[src/rtl/core/gf2rd_pkg.sv]
`timescale 1ns / 1ps
// ----------------------------------------------------------------------------
// gf2rd_pkg
// shared types and constants of the gf2 row dependency finder
// ----------------------------------------------------------------------------
package gf2rd_pkg;

    localparam int MAX_ROWS  = 64;
    localparam int MAX_COLS  = 64;
    localparam int DEPS_CAP  = 64;

    localparam int ENTRY_W   = 6;
    localparam int CFG_W     = 7;
    localparam int CFG_IDX_W = 2;
    localparam int MASK_W    = 64;

    localparam int ROW_W     = $clog2(MAX_ROWS);
    localparam int COL_W     = (MAX_COLS > 1) ? $clog2(MAX_COLS) : 1;
    localparam int ROW_CNT_W = $clog2(MAX_ROWS + 1);
    localparam int COL_CNT_W = $clog2(MAX_COLS + 1);
    localparam int LIM_W     = $clog2(DEPS_CAP + 1);

    localparam int CMP_A     = (ENTRY_W + 1 > ROW_CNT_W) ? ENTRY_W + 1 : ROW_CNT_W;
    localparam int CMP_B     = (CFG_W > COL_CNT_W) ? CFG_W : COL_CNT_W;
    localparam int CMP_W     = (CMP_A > CMP_B) ? CMP_A : CMP_B;

    typedef enum logic [CFG_IDX_W-1:0] {
        CFG_ROWS_IN_USE = 2'd0,
        CFG_COLS_IN_USE = 2'd1,
        CFG_DEPS_CAP    = 2'd2
    } cfg_idx_t;

    typedef struct packed {
        logic [MAX_ROWS-1:0] ident;
        logic [MAX_COLS-1:0] mat;
    } aug_row_t;

    typedef enum logic [1:0] {
        WR_NONE,
        WR_ROW,
        WR_PIV,
        WR_XOR
    } wr_sel_t;

    typedef enum logic [3:0] {
        ST_LOAD,
        ST_START,
        ST_SRCH_RD,
        ST_SRCH_CHK,
        ST_SWAP_RD,
        ST_SWAP_WR_F,
        ST_SWAP_WR_P,
        ST_ELIM,
        ST_NEXT_COL,
        ST_SCAN_RD,
        ST_SCAN_CHK,
        ST_FINISH
    } ctrl_state_t;

    typedef struct packed {
        logic                 ld_accept;
        logic                 rd_en;
        logic [ROW_W-1:0]     rd_addr;
        wr_sel_t              wr_sel;
        logic [ROW_W-1:0]     wr_addr;
        logic [COL_W-1:0]     col_idx;
        logic [COL_CNT_W-1:0] col_lim;
        logic                 piv_load;
        logic                 pend_load;
        logic                 out_push;
        logic                 out_dep_valid;
        logic                 out_last;
        logic                 clear_store;
    } dp_cmd_t;

    typedef struct packed {
        logic rd_bit;
        logic rd_dep;
        logic out_busy;
    } dp_status_t;

endpackage

[src/rtl/core/gf2rd_ctrl.sv]
`timescale 1ns / 1ps
// ----------------------------------------------------------------------------
// gf2rd_ctrl
// sequencer for load, pivot search, swap, elimination and result scan
// ----------------------------------------------------------------------------
module gf2rd_ctrl
    import gf2rd_pkg::*;
(
    input  logic                 aclk,
    input  logic                 aresetn,
    input  logic                 s_valid,
    input  logic                 s_last_entry,
    output logic                 s_ready,
    input  logic [ROW_CNT_W-1:0] m_cur,
    input  logic [COL_CNT_W-1:0] n_cur,
    input  logic [LIM_W-1:0]     lim_cur,
    output dp_cmd_t              cmd,
    input  dp_status_t           status
);

    ctrl_state_t          state_reg, state_next;
    logic [ROW_CNT_W-1:0] m_reg, m_next;
    logic [COL_CNT_W-1:0] n_reg, n_next;
    logic [LIM_W-1:0]     lim_reg, lim_next;
    logic [COL_CNT_W-1:0] col_reg, col_next;
    logic [ROW_CNT_W-1:0] piv_reg, piv_next;
    logic [ROW_CNT_W-1:0] r_reg, r_next;
    logic [ROW_W-1:0]     found_reg, found_next;
    logic                 wp_reg, wp_next;
    logic [ROW_W-1:0]     wa_reg, wa_next;
    logic                 have_pend_reg, have_pend_next;
    logic [LIM_W-1:0]     emit_reg, emit_next;
    logic                 accept;

    assign accept = s_valid && (state_reg == ST_LOAD);

    always_ff @(posedge aclk) begin
        if (!aresetn) begin
            state_reg     <= ST_LOAD;
            have_pend_reg <= 1'b0;
            wp_reg        <= 1'b0;
        end else begin
            state_reg     <= state_next;
            have_pend_reg <= have_pend_next;
            wp_reg        <= wp_next;
        end
    end

    always_ff @(posedge aclk) begin
        m_reg     <= m_next;
        n_reg     <= n_next;
        lim_reg   <= lim_next;
        col_reg   <= col_next;
        piv_reg   <= piv_next;
        r_reg     <= r_next;
        found_reg <= found_next;
        wa_reg    <= wa_next;
        emit_reg  <= emit_next;
    end

    // next state and counters
    always_comb begin
        state_next     = state_reg;
        m_next         = m_reg;
        n_next         = n_reg;
        lim_next       = lim_reg;
        col_next       = col_reg;
        piv_next       = piv_reg;
        r_next         = r_reg;
        found_next     = found_reg;
        wp_next        = wp_reg;
        wa_next        = wa_reg;
        have_pend_next = have_pend_reg;
        emit_next      = emit_reg;
        case (state_reg)
            ST_LOAD: begin
                if (accept && s_last_entry) begin
                    m_next     = m_cur;
                    n_next     = n_cur;
                    lim_next   = lim_cur;
                    state_next = ST_START;
                end
            end
            ST_START: begin
                col_next  = '0;
                piv_next  = '0;
                r_next    = '0;
                emit_next = '0;
                if ((m_reg == '0) || (n_reg == '0) || (lim_reg == '0)) begin
                    state_next = ST_FINISH;
                end else begin
                    state_next = ST_SRCH_RD;
                end
            end
            ST_SRCH_RD: begin
                state_next = ST_SRCH_CHK;
            end
            ST_SRCH_CHK: begin
                if (status.rd_bit) begin
                    found_next = r_reg[ROW_W-1:0];
                    if (r_reg == piv_reg) begin
                        r_next     = '0;
                        wp_next    = 1'b0;
                        state_next = ST_ELIM;
                    end else begin
                        state_next = ST_SWAP_RD;
                    end
                end else begin
                    r_next = r_reg + 1'b1;
                    if (r_reg + 1'b1 == m_reg) begin
                        state_next = ST_NEXT_COL;
                    end else begin
                        state_next = ST_SRCH_RD;
                    end
                end
            end
            ST_SWAP_RD: begin
                state_next = ST_SWAP_WR_F;
            end
            ST_SWAP_WR_F: begin
                state_next = ST_SWAP_WR_P;
            end
            ST_SWAP_WR_P: begin
                r_next     = '0;
                wp_next    = 1'b0;
                state_next = ST_ELIM;
            end
            ST_ELIM: begin
                if (r_reg < m_reg) begin
                    wa_next = r_reg[ROW_W-1:0];
                    wp_next = 1'b1;
                    r_next  = r_reg + 1'b1;
                end else begin
                    wp_next = 1'b0;
                    if (!wp_reg) begin
                        piv_next   = piv_reg + 1'b1;
                        state_next = ST_NEXT_COL;
                    end
                end
            end
            ST_NEXT_COL: begin
                col_next = col_reg + 1'b1;
                if ((col_reg + 1'b1 >= n_reg) || (piv_reg >= m_reg)) begin
                    r_next     = '0;
                    state_next = ST_SCAN_RD;
                end else begin
                    r_next     = piv_reg;
                    state_next = ST_SRCH_RD;
                end
            end
            ST_SCAN_RD: begin
                state_next = ST_SCAN_CHK;
            end
            ST_SCAN_CHK: begin
                if (status.rd_dep) begin
                    if (!(have_pend_reg && status.out_busy)) begin
                        have_pend_next = 1'b1;
                        emit_next      = emit_reg + 1'b1;
                        r_next         = r_reg + 1'b1;
                        if ((emit_reg + 1'b1 == lim_reg) || (r_reg + 1'b1 == m_reg)) begin
                            state_next = ST_FINISH;
                        end else begin
                            state_next = ST_SCAN_RD;
                        end
                    end
                end else begin
                    r_next = r_reg + 1'b1;
                    if (r_reg + 1'b1 == m_reg) begin
                        state_next = ST_FINISH;
                    end else begin
                        state_next = ST_SCAN_RD;
                    end
                end
            end
            ST_FINISH: begin
                if (!status.out_busy) begin
                    have_pend_next = 1'b0;
                    state_next     = ST_LOAD;
                end
            end
            default: begin
                state_next = ST_LOAD;
            end
        endcase
    end

    // datapath commands
    always_comb begin
        cmd               = '0;
        cmd.wr_sel        = WR_NONE;
        cmd.col_idx       = col_reg[COL_W-1:0];
        cmd.col_lim       = n_reg;
        cmd.rd_addr       = r_reg[ROW_W-1:0];
        cmd.wr_addr       = wa_reg;
        s_ready           = 1'b0;
        case (state_reg)
            ST_LOAD: begin
                s_ready       = 1'b1;
                cmd.ld_accept = accept;
            end
            ST_SRCH_RD: begin
                cmd.rd_en = 1'b1;
            end
            ST_SRCH_CHK: begin
                cmd.piv_load = status.rd_bit;
            end
            ST_SWAP_RD: begin
                cmd.rd_en   = 1'b1;
                cmd.rd_addr = piv_reg[ROW_W-1:0];
            end
            ST_SWAP_WR_F: begin
                cmd.wr_sel  = WR_ROW;
                cmd.wr_addr = found_reg;
            end
            ST_SWAP_WR_P: begin
                cmd.wr_sel  = WR_PIV;
                cmd.wr_addr = piv_reg[ROW_W-1:0];
            end
            ST_ELIM: begin
                cmd.rd_en = (r_reg < m_reg);
                if (wp_reg && status.rd_bit && (wa_reg != piv_reg[ROW_W-1:0])) begin
                    cmd.wr_sel = WR_XOR;
                end
            end
            ST_SCAN_RD: begin
                cmd.rd_en = 1'b1;
            end
            ST_SCAN_CHK: begin
                if (status.rd_dep && !(have_pend_reg && status.out_busy)) begin
                    cmd.pend_load     = 1'b1;
                    cmd.out_push      = have_pend_reg;
                    cmd.out_dep_valid = 1'b1;
                    cmd.out_last      = 1'b0;
                end
            end
            ST_FINISH: begin
                if (!status.out_busy) begin
                    cmd.out_push      = 1'b1;
                    cmd.out_dep_valid = have_pend_reg;
                    cmd.out_last      = 1'b1;
                    cmd.clear_store   = 1'b1;
                end
            end
            default: begin
                s_ready = 1'b0;
            end
        endcase
    end

endmodule

[config.mk]
export PLATFORM = sky130hd
export DESIGN_NAME = gf2rd_ctrl
export DESIGN_NICKNAME = d
export VERILOG_FILES = /design/src/rtl/core/gf2rd_pkg.sv /design/src/rtl/core/gf2rd_ctrl.sv
export SDC_FILE = /design/constraint.sdc
export NUM_CORES = 1
export LEC_CHECK = 0
export BUFFER_PORTS_ARGS = -buffer_cell sky130_fd_sc_hd__buf_4
export CELL_PAD_IN_SITES_DETAIL_PLACEMENT = 0
export CELL_PAD_IN_SITES_GLOBAL_PLACEMENT = 2
export CORE_MARGIN = 3
export CORE_UTILIZATION = 33
export CTS_CLUSTER_SIZE = 14
export DETAILED_ROUTE_END_ITERATION = 8
export GPL_ROUTABILITY_DRIVEN = 0
export PLACE_DENSITY_LB_ADDON = 0.1
export SLEW_MARGIN = 15
export SYNTH_ARGS = -nofsm -noshare
export SYNTH_HDL_FRONTEND = slang
export SYNTH_SLANG_ARGS = --single-unit
[constraint.sdc]
create_clock -name aclk -period 2.25 [get_ports aclk]
set_clock_uncertainty 0.05 [all_clocks]
set_input_delay 0.45 -clock aclk [delete_from_list [all_inputs] [get_ports aclk]]
set_output_delay 0.45 -clock aclk [all_outputs]
set_load 0.02 [all_outputs]
==> results of run 1 <==
-- power groups by stage --
stage                     registers [mW]  clock network, mW  logic (mW)
after floorplan                     2.09                  0        2.42
after global routing                2.15               1.39        4.86
after CTS                           2.09               1.33        4.25
after detailed placement            2.13                  0        3.93
after global placement              2.13                  0        3.92
final                               2.11               1.29        4.45
-- worst register-to-register path: cells and delay by family (launching register included) --
family | cells | cell delay, ns
AO/OA/AOI/OAI | 6 | 0.99
flip-flops | 1 | 0.37
adder cells (fa/ha/maj) | 2 | 0.36
AND/OR/NAND/NOR | 2 | 0.36
XOR/XNOR | 1 | 0.15
-- synth_stat cells (3+ instances only) --
cell	n	area share (%)
buf_2	5	0.56
nand4_1	5	0.70
nor2b_1	7	0.98
a211oi_1	4	0.67
xnor2_1	17	3.3
a22o_1	7	1.4
xor2_1	27	5.3
nor4_1	7	0.98
o22ai_1	7	0.98
nand2b_1	4	0.56
ha_1	25	7.0
a31oi_1	4	0.56
a21oi_1	27	3.0
and3_1	11	1.5
edfxtp_1	61	41
nor3_1	8	0.90
mux2_2	4	1.0
or3_1	3	0.42
buf_4	6	1.0
nand2_1	31	2.6
clkbuf_1	13	1.1
buf_1	3	0.25
and2_1	5	0.70
dfxtp_1	6	2.7
inv_1	21	1.8
nand3_1	18	2.0
o21ai_0	14	1.6
nor2_1	40	3.4
-- placed cells by master (no fill, tap or decap), types with 4 or more instances in the layout --
cell type    n
edfxtp_1    61
nor4_1       4
o22ai_1      7
xnor2_1     15
inv_1       19
nand4_1      5
xor2_1      27
a21oi_1     22
a31oi_1      4
a22o_1       7
and2_1       5
buf_6        5
o21ai_0     10
buf_4      143
nand2b_1     4
mux2_2       4
nand3_1     16
nor2_1      39
ha_1        21
nor2b_1      5
clkbuf_16    9
and3_1       9
o21ai_1      4
a21oi_2      5
nor3_1       7
nand2_1     30
inv_2        4
-- cells by family (layout without fill, tap and decap cells) --
logic type	Yosys count	in the layout	synth area share [%]
simple gates	157	157	18.7
compound gates	93	93	14.1
flops	67	67	43.8
buf+inv	54	190	5.81
xor+xnor	45	45	9.15
fa+ha+maj	25	25	7.01
mux	6	6	1.46
-- layer usage --
layer  track usage (%)  routed length (µm)
met1              24.2                5880
met2              31.3                6680
met3              2.76                 557
met4              7.56                 293
met5                 0                   0
-- area by class of cell --
type | instances | area [µm²]
Clock buffer | 13 | 250
Sequential cell | 67 | 1960
Fill cell | 1260 | 6730
Multi-Input combinational cell | 326 | 2500
Timing Repair Buffer | 150 | 1170
Clock inverter | 3 | 15.0
Tap cell | 172 | 215
Inverter | 24 | 90.1
-- timing repair --
item                       CTS  global route
pin swaps                   22            12
buffers inserted             5             8
cloned                       0             1
resized for setup           23            24
setup endpoints to repair   32            40
-- stage by stage --
stage | total power, mW | utilization, % | hold WS [ns]
2_1_floorplan | 4.51 | - | 0.417
3_3_place_gp | 6.05 | 43.4 | 0.495
3_5_place_dp | 6.07 | 43.4 | 0.486
4_1_cts | 7.67 | 46.7 | 0.223
5_1_grt | 8.39 | 48.0 | 0.222
6_report | 7.86 | 48.0 | 0.236
-- final timing paths --
check / start / slack [ns] / cells past startpoint / to
worst max-delay path: r_reg[1] / -0.49 / 8 / cmd[33]
worst min-delay path: lim_cur[3] / 0.24 / 1 / lim_reg[3]
worst max register to register: col_reg[0] / -0.11 / 11 / state_reg[1]
worst min register to register: have_pend_reg / 0.51 / 2 / have_pend_reg
==> metrics.csv, run 1 <==
stage,metric,value,unit
clock_network,clock buffer depth,2,
run_status,status,"finished, violations left",
synth,Syn Nets,500,
synth,Synth warnings,0,
global_routing,first-pass GRT wire length,21.2,mm
power_and_ir_drop,Power per Cell Area,1270,nW/µm²
clock_network,Worst-path clk slew,0.05,ns
worst_setup_path,WP data required,1.75,ns
timing,Final Max Tran Viols,0,
timing,fmax,364,MHz
global_routing,pin count of the biggest net entering global routing,22,
clock_network,CTS Root Cell,clkbuf_16,
clock_network,Hold Buf Count CTS,0,
clock_network,CTS tree,done,
timing,worst setup margin,-0.495,ns
worst_setup_path,CP Class,reg -> out,
worst_setup_path,startpoint types,flop,
clock_network,clock sink count,67,
die,Starting Density,34.5,%
clock_network,Num CTS Buffers,9,
die,DIE AREA,14900,µm²
worst_setup_path,Worst Path Buf+Inv,1,
finish,fraction of layout cells with a size suffix above 1,38.4,%
drt,drc violations,0,
power_and_ir_drop,clock share of power,16.5,%
finish,number of diodes,0,
drt,number of vias per cell,5.14,
die,core area,12900,µm²
synth,Yosys reg bits,67,
die,row count,41,
drt,ANT nets after route,0,
power_and_ir_drop,sw power,3.21,mW
power_and_ir_drop,peak supply drop,0.643,mV
global_routing,gr usage total,18.7,%
synth,Syn Std Cell Area,4460,µm²
finish,design area,6200,µm²
worst_setup_path,CP max FO,2,
drt,"wirelength, routed",13.4,mm
placed_design,Post-Place Cells,725,
timing,measured slew at the worst slew-check pin,0.641,ns
worst_setup_path,Crit. End Element,primary output,
placed_design,placed instance area,5610,µm²
synth,Mapped Cells,447,
synth,"Seq/Total Area, Yosys",43.8,%
timing,relative slew slack,56.7,%
power_and_ir_drop,Static Leakage,2.56,nW
finish,final instance count without filler cells,755,
clock_network,htree depth,3,
die,Die Ht,122,µm
run,# Max-Cap Violations,0,
timing,Sum Neg Setup Slack,-1.91,ns
drt,vias post-DR,3878,
global_routing,number of global-route vias before repair,3906,
synth,async set-reset flop share out of synthesis,0,%
synth,post-synth cell types,69,
worst_setup_path,slowest CP cell,edfxtp_1,
synth,number of flops mapped to enable cells by yosys,61,
drt,1st-pass router iterations,4,
drt,Avg WL per Cell,17.8,µm
global_routing,grt total ovfl,0,
placed_design,PortBufs,63,
placed_design,Post-Place Setup Slack,-0.199,ns
timing,RSZ-0062 raised after global routing,true,
timing,final worst path period share,122,%
placed_design,dpl hpwl,9.96,mm
power_and_ir_drop,combinational power share,56.7,%
worst_setup_path,Crit path max-delay family,compound AO/OA/AOI/OAI gates,
finish,Layout area overhead,39.1,%
worst_setup_path,CP arrival,2.24,ns
timing,endpoints failing hold,0,
die,Ports,64,
drt,Initial DRC Count,214,
timing,minimum clock period,2.74,ns
finish,Nets,631,
power_and_ir_drop,Net Sw Frac,40.8,%
global_routing,initial antenna violation count,0,
synth,Synth Area per Inst,9.98,µm²
synth,Synth Flop Type,edfxtp_1,
power_and_ir_drop,Int Pwr,4.65,mW
worst_setup_path,critical-path cell list,"ha_1, nor2b_4, o2111ai_4, a21boi_2, o21ai_2, a31o_2, a311o_1, buf_6",
die,die width,122,µm
power_and_ir_drop,register share of total power,26.8,%
clock_network,Worst-Skew Late Latency,0.34,ns
timing,number of setup violations in the final report,20,
run_status,violated checks,negative setup slack,
worst_setup_path,Critical Path Max Stage Delay,0.40,ns
min_path,Hold Crit Class,in -> reg,
Note: power is estimated with default switching activity, not from simulation.
==> run 2, diff against run 1 <==
--- a/config.mk
+++ b/config.mk
@@ -5,11 +5,12 @@
 export SDC_FILE = /design/constraint.sdc
 export NUM_CORES = 1
 export LEC_CHECK = 0
+export ABC_AREA = 1
 export BUFFER_PORTS_ARGS = -buffer_cell sky130_fd_sc_hd__buf_4
 export CELL_PAD_IN_SITES_DETAIL_PLACEMENT = 0
 export CELL_PAD_IN_SITES_GLOBAL_PLACEMENT = 2
 export CORE_MARGIN = 3
-export CORE_UTILIZATION = 33
+export CORE_UTILIZATION = 31
 export CTS_CLUSTER_SIZE = 14
 export DETAILED_ROUTE_END_ITERATION = 8
 export GPL_ROUTABILITY_DRIVEN = 0
==> run 2 against run 1 <==
The run still ends with negative setup slack left. Maximum frequency grew 13%. Sequential cell count is the same. Synthesized area shrank 0.84%. Wire length grew 1.3%. Via count grew 5.2%. First-iteration DRC count grew 5.1%. Cell count grew 14%. Global-route usage shrank 1.2 points. Combinational power shrank 7.0%. Synthesized cell count grew 22%. Register-to-register slack lost 0.06 ns. Die area grew 5.3%. Largest cell class unchanged. Largest power group unchanged.
==> metrics.csv, run 2 <==
stage,metric,value,unit,change
run_status,status,"finished, violations left",,unchanged
run_status,violated checks,negative setup slack,,unchanged
worst_setup_path,WP data required,1.75,ns,about the same
power_and_ir_drop,peak supply drop,0.598,mV,was 0.643 mV
synth,"Seq/Total Area, Yosys",44.1,%,was 43.8%
drt,drc violations,0,,unchanged
die,Starting Density,31.7,%,was 34.5%
timing,measured slew at the worst slew-check pin,0.466,ns,was 0.641 ns
clock_network,CTS tree,done,,unchanged
power_and_ir_drop,Final Power,7.98,mW,was 7.86 mW
power_and_ir_drop,Power per Cell Area,1310,nW/µm²,was 1270 nW/µm²
min_path,WHS Path Cells,1,,unchanged
synth,Mapped Cells,546,,was 447
drt,"wirelength, routed",13.6,mm,was 13.4 mm
synth,Synth Area per Inst,8.10,µm²,was 9.98 µm²
clock_network,Worst-Skew Late Latency,0.34,ns,about the same
synth,async set-reset flop share out of synthesis,0,%,unchanged
power_and_ir_drop,Static Leakage,2.80,nW,was 2.56 nW
die,Die Ht,125,µm,was 122 µm
synth,Synth top area share,41.4,%,was 41.1%
worst_setup_path,R2R Setup Slk,-0.17,ns,was -0.11 ns
global_routing,grt total ovfl,0,,unchanged
timing,number of setup violations in the final report,11,,was 20
timing,RSZ-0062 raised after global routing,true,,unchanged
worst_setup_path,Reg2Reg Depth,19,,was 11
finish,Layout area overhead,37.5,%,was 39.1%
synth,Synth warnings,0,,unchanged
drt,1st-pass router iterations,4,,unchanged
drt,Initial DRC Count,225,,was 214
finish,number of diodes,0,,unchanged
timing,Sum Neg Setup Slack,-1.26,ns,was -1.91 ns
synth,"count leader, synth",nand2_1,,was edfxtp_1
worst_setup_path,CP Class,reg -> out,,unchanged
worst_setup_path,slowest CP cell,edfxtp_1,,unchanged
finish,Filler cells,1395,,was 1260
timing,endpoints failing hold,0,,unchanged
clock_network,clock buffer depth,2,,unchanged
global_routing,pin count of the biggest net entering global routing,22,,unchanged
die,Ports,64,,unchanged
clock_network,htree depth,3,,unchanged
synth,Syn Std Cell Area,4420,µm²,was 4460 µm²
global_routing,first-pass GRT wire length,21.5,mm,was 21.2 mm
clock_network,Num CTS Buffers,9,,unchanged
worst_setup_path,Critical Path Max Stage Delay,0.41,ns,was 0.40 ns
drt,Avg WL per Cell,15.8,µm,was 17.8 µm
worst_setup_path,CP max FO,2,,unchanged
worst_setup_path,"most used cell, CP",nand4_1,,
finish,most frequent cells in the layout,"nand2_1, buf_4, inv_1, edfxtp_1, nand3_1",,"was buf_4, edfxtp_1, nor2_1, nand2_1, xor2_1"
timing,Final Max Tran Viols,0,,unchanged
synth,number of flops mapped to enable cells by yosys,61,,unchanged
drt,ANT nets after route,0,,unchanged
worst_setup_path,CP arrival,1.93,ns,was 2.24 ns
drt,vias post-DR,4078,,was 3878
placed_design,PortBufs,63,,unchanged
drt,number of vias per cell,4.75,,was 5.14
timing,relative slew slack,68.7,%,was 56.7%
synth,post-synth cell types,40,,was 69
synth,top post-synthesis cells by area,"edfxtp_1, nand2_1, ha_1",,"was edfxtp_1, ha_1, xor2_1"
timing,fmax,412,MHz,was 364 MHz
timing,minimum clock period,2.43,ns,was 2.74 ns
placed_design,dpl hpwl,10.8,mm,was 9.96 mm
worst_setup_path,startpoint types,flop,,unchanged
clock_network,Worst-path clk slew,0.06,ns,was 0.05 ns
synth,Synth Flop Type,edfxtp_1,,unchanged
worst_setup_path,Crit. End Element,primary output,,unchanged
finish,fraction of layout cells with a size suffix above 1,31.1,%,was 38.4%
global_routing,number of global-route vias before repair,4129,,was 3906
die,die width,125,µm,was 122 µm
timing,worst setup margin,-0.176,ns,was -0.495 ns
worst_setup_path,critical-path cell list,"inv_1, ha_4, a21oi_2, o21ai_2, nand4_1, nand3_2, nor2_2, inv_2, nand4_1, buf_4",,"was ha_1, nor2b_4, o2111ai_4, a21boi_2, o21ai_2, a31o_2, a311o_1, buf_6"
finish,Nets,726,,was 631
timing,final worst path period share,108,%,was 122%
run,# Max-Cap Violations,0,,unchanged
clock_network,CTS Root Cell,clkbuf_16,,unchanged
min_path,Hold Crit Class,in -> reg,,unchanged
timing,worst-case hold slack,0.236,ns,about the same
synth,most common library cells after synthesis,"nand2_1, inv_1, edfxtp_1, nor2_1, nand3_1",,"was edfxtp_1, nor2_1, nand2_1, a21oi_1, xor2_1"
finish,"commonest non-fill, non-tap cell in the layout",nand2_1,,was buf_4
die,row count,43,,was 41
synth,Synth area leader,edfxtp_1,,unchanged
die,DIE AREA,15700,µm²,was 14900 µm²
clock_network,clock sink count,67,,unchanged
global_routing,gr usage total,17.4,%,was 18.7%
die,core area,13900,µm²,was 12900 µm²
synth,Syn Nets,599,,was 500
synth,Yosys reg bits,67,,unchanged
global_routing,initial antenna violation count,0,,unchanged
-- run 2: worst paths after layout --
check / start / to
setup reg to reg: col_reg[0] / state_reg[0]
hold / removal: m_cur[5] / m_reg[5]
hold reg to reg: wp_reg / wp_reg
setup / recovery: m_reg[2] / cmd[33]
-- run 2: cell type report --
type	instances	area (µm²)	share of cell area (%)
multi-input cells	382	2240	36.8
flip-flops and latches	67	1960	32.2
repair buffers	128	968	15.9
inverters	85	324	5.33
clock buffers	9	225	3.70
well taps	180	225	3.70
clock inverters	7	140	2.30
-- run 2: stage by stage --
stage	utilization, %	setup slack [ns]	instances	instance area, µm²
final	43.6	-0.176	858	6080
after global routing	43.6	-0.372	858	6080
after CTS	42.9	-0.232	853	5980
after detailed placement	39.2	-0.242	828	5460
after global placement	39.2	-0.156	828	5460
after floorplan	-	0.000178	546	4460
-- run 2: cells by family after synthesis --
logic type | count (synthesis) | synth area share (%)
DFF | 67 | 44.1
xor gates and xnor gates | 12 | 2.38
AOI/OAI and AO/OA | 53 | 7.19
buffers and inverters | 97 | 9.08
adders and majority gates | 25 | 7.07
and+or+nand+nor | 292 | 30.1
-- run 2: power by group --
part	switching [mW]	leakage, nW	internal (mW)
combinational	2.49	2.00	1.66
sequential	0.268	0.620	1.82
clock	0.556	0.173	1.19
total	3.31	2.80	4.67
-- run 2: worst max-delay path, delay by kind of cell, from the launching register on --
family / cells / cell delay, ns
compound gates: 2 / 0.20
fa+ha+maj: 1 / 0.22
buf+inv: 3 / 0.33
flops: 1 / 0.41
simple gates: 4 / 0.43
-- run 2: what timing repair did --
item / 4_1_cts / 5_1_grt
pin swaps: 13 / 16
buffers inserted: 9 / 5
hold buffers: 0 / 0
setup endpoints to repair: 27 / 26
resized for setup: 30 / 22
gates cloned: 0 / 0
-- run 2: metal layers --
metal | vias to the layer above | share of wire, % | GRT usage (%)
met1 | 1913 | 44 | 20.5
met4 | 0 | 2.4 | 6.57
met3 | 22 | 3.3 | 3.76
li1 | 2069 | - | -
met5 | - | 0 | 0
met2 | 74 | 51 | 31.0
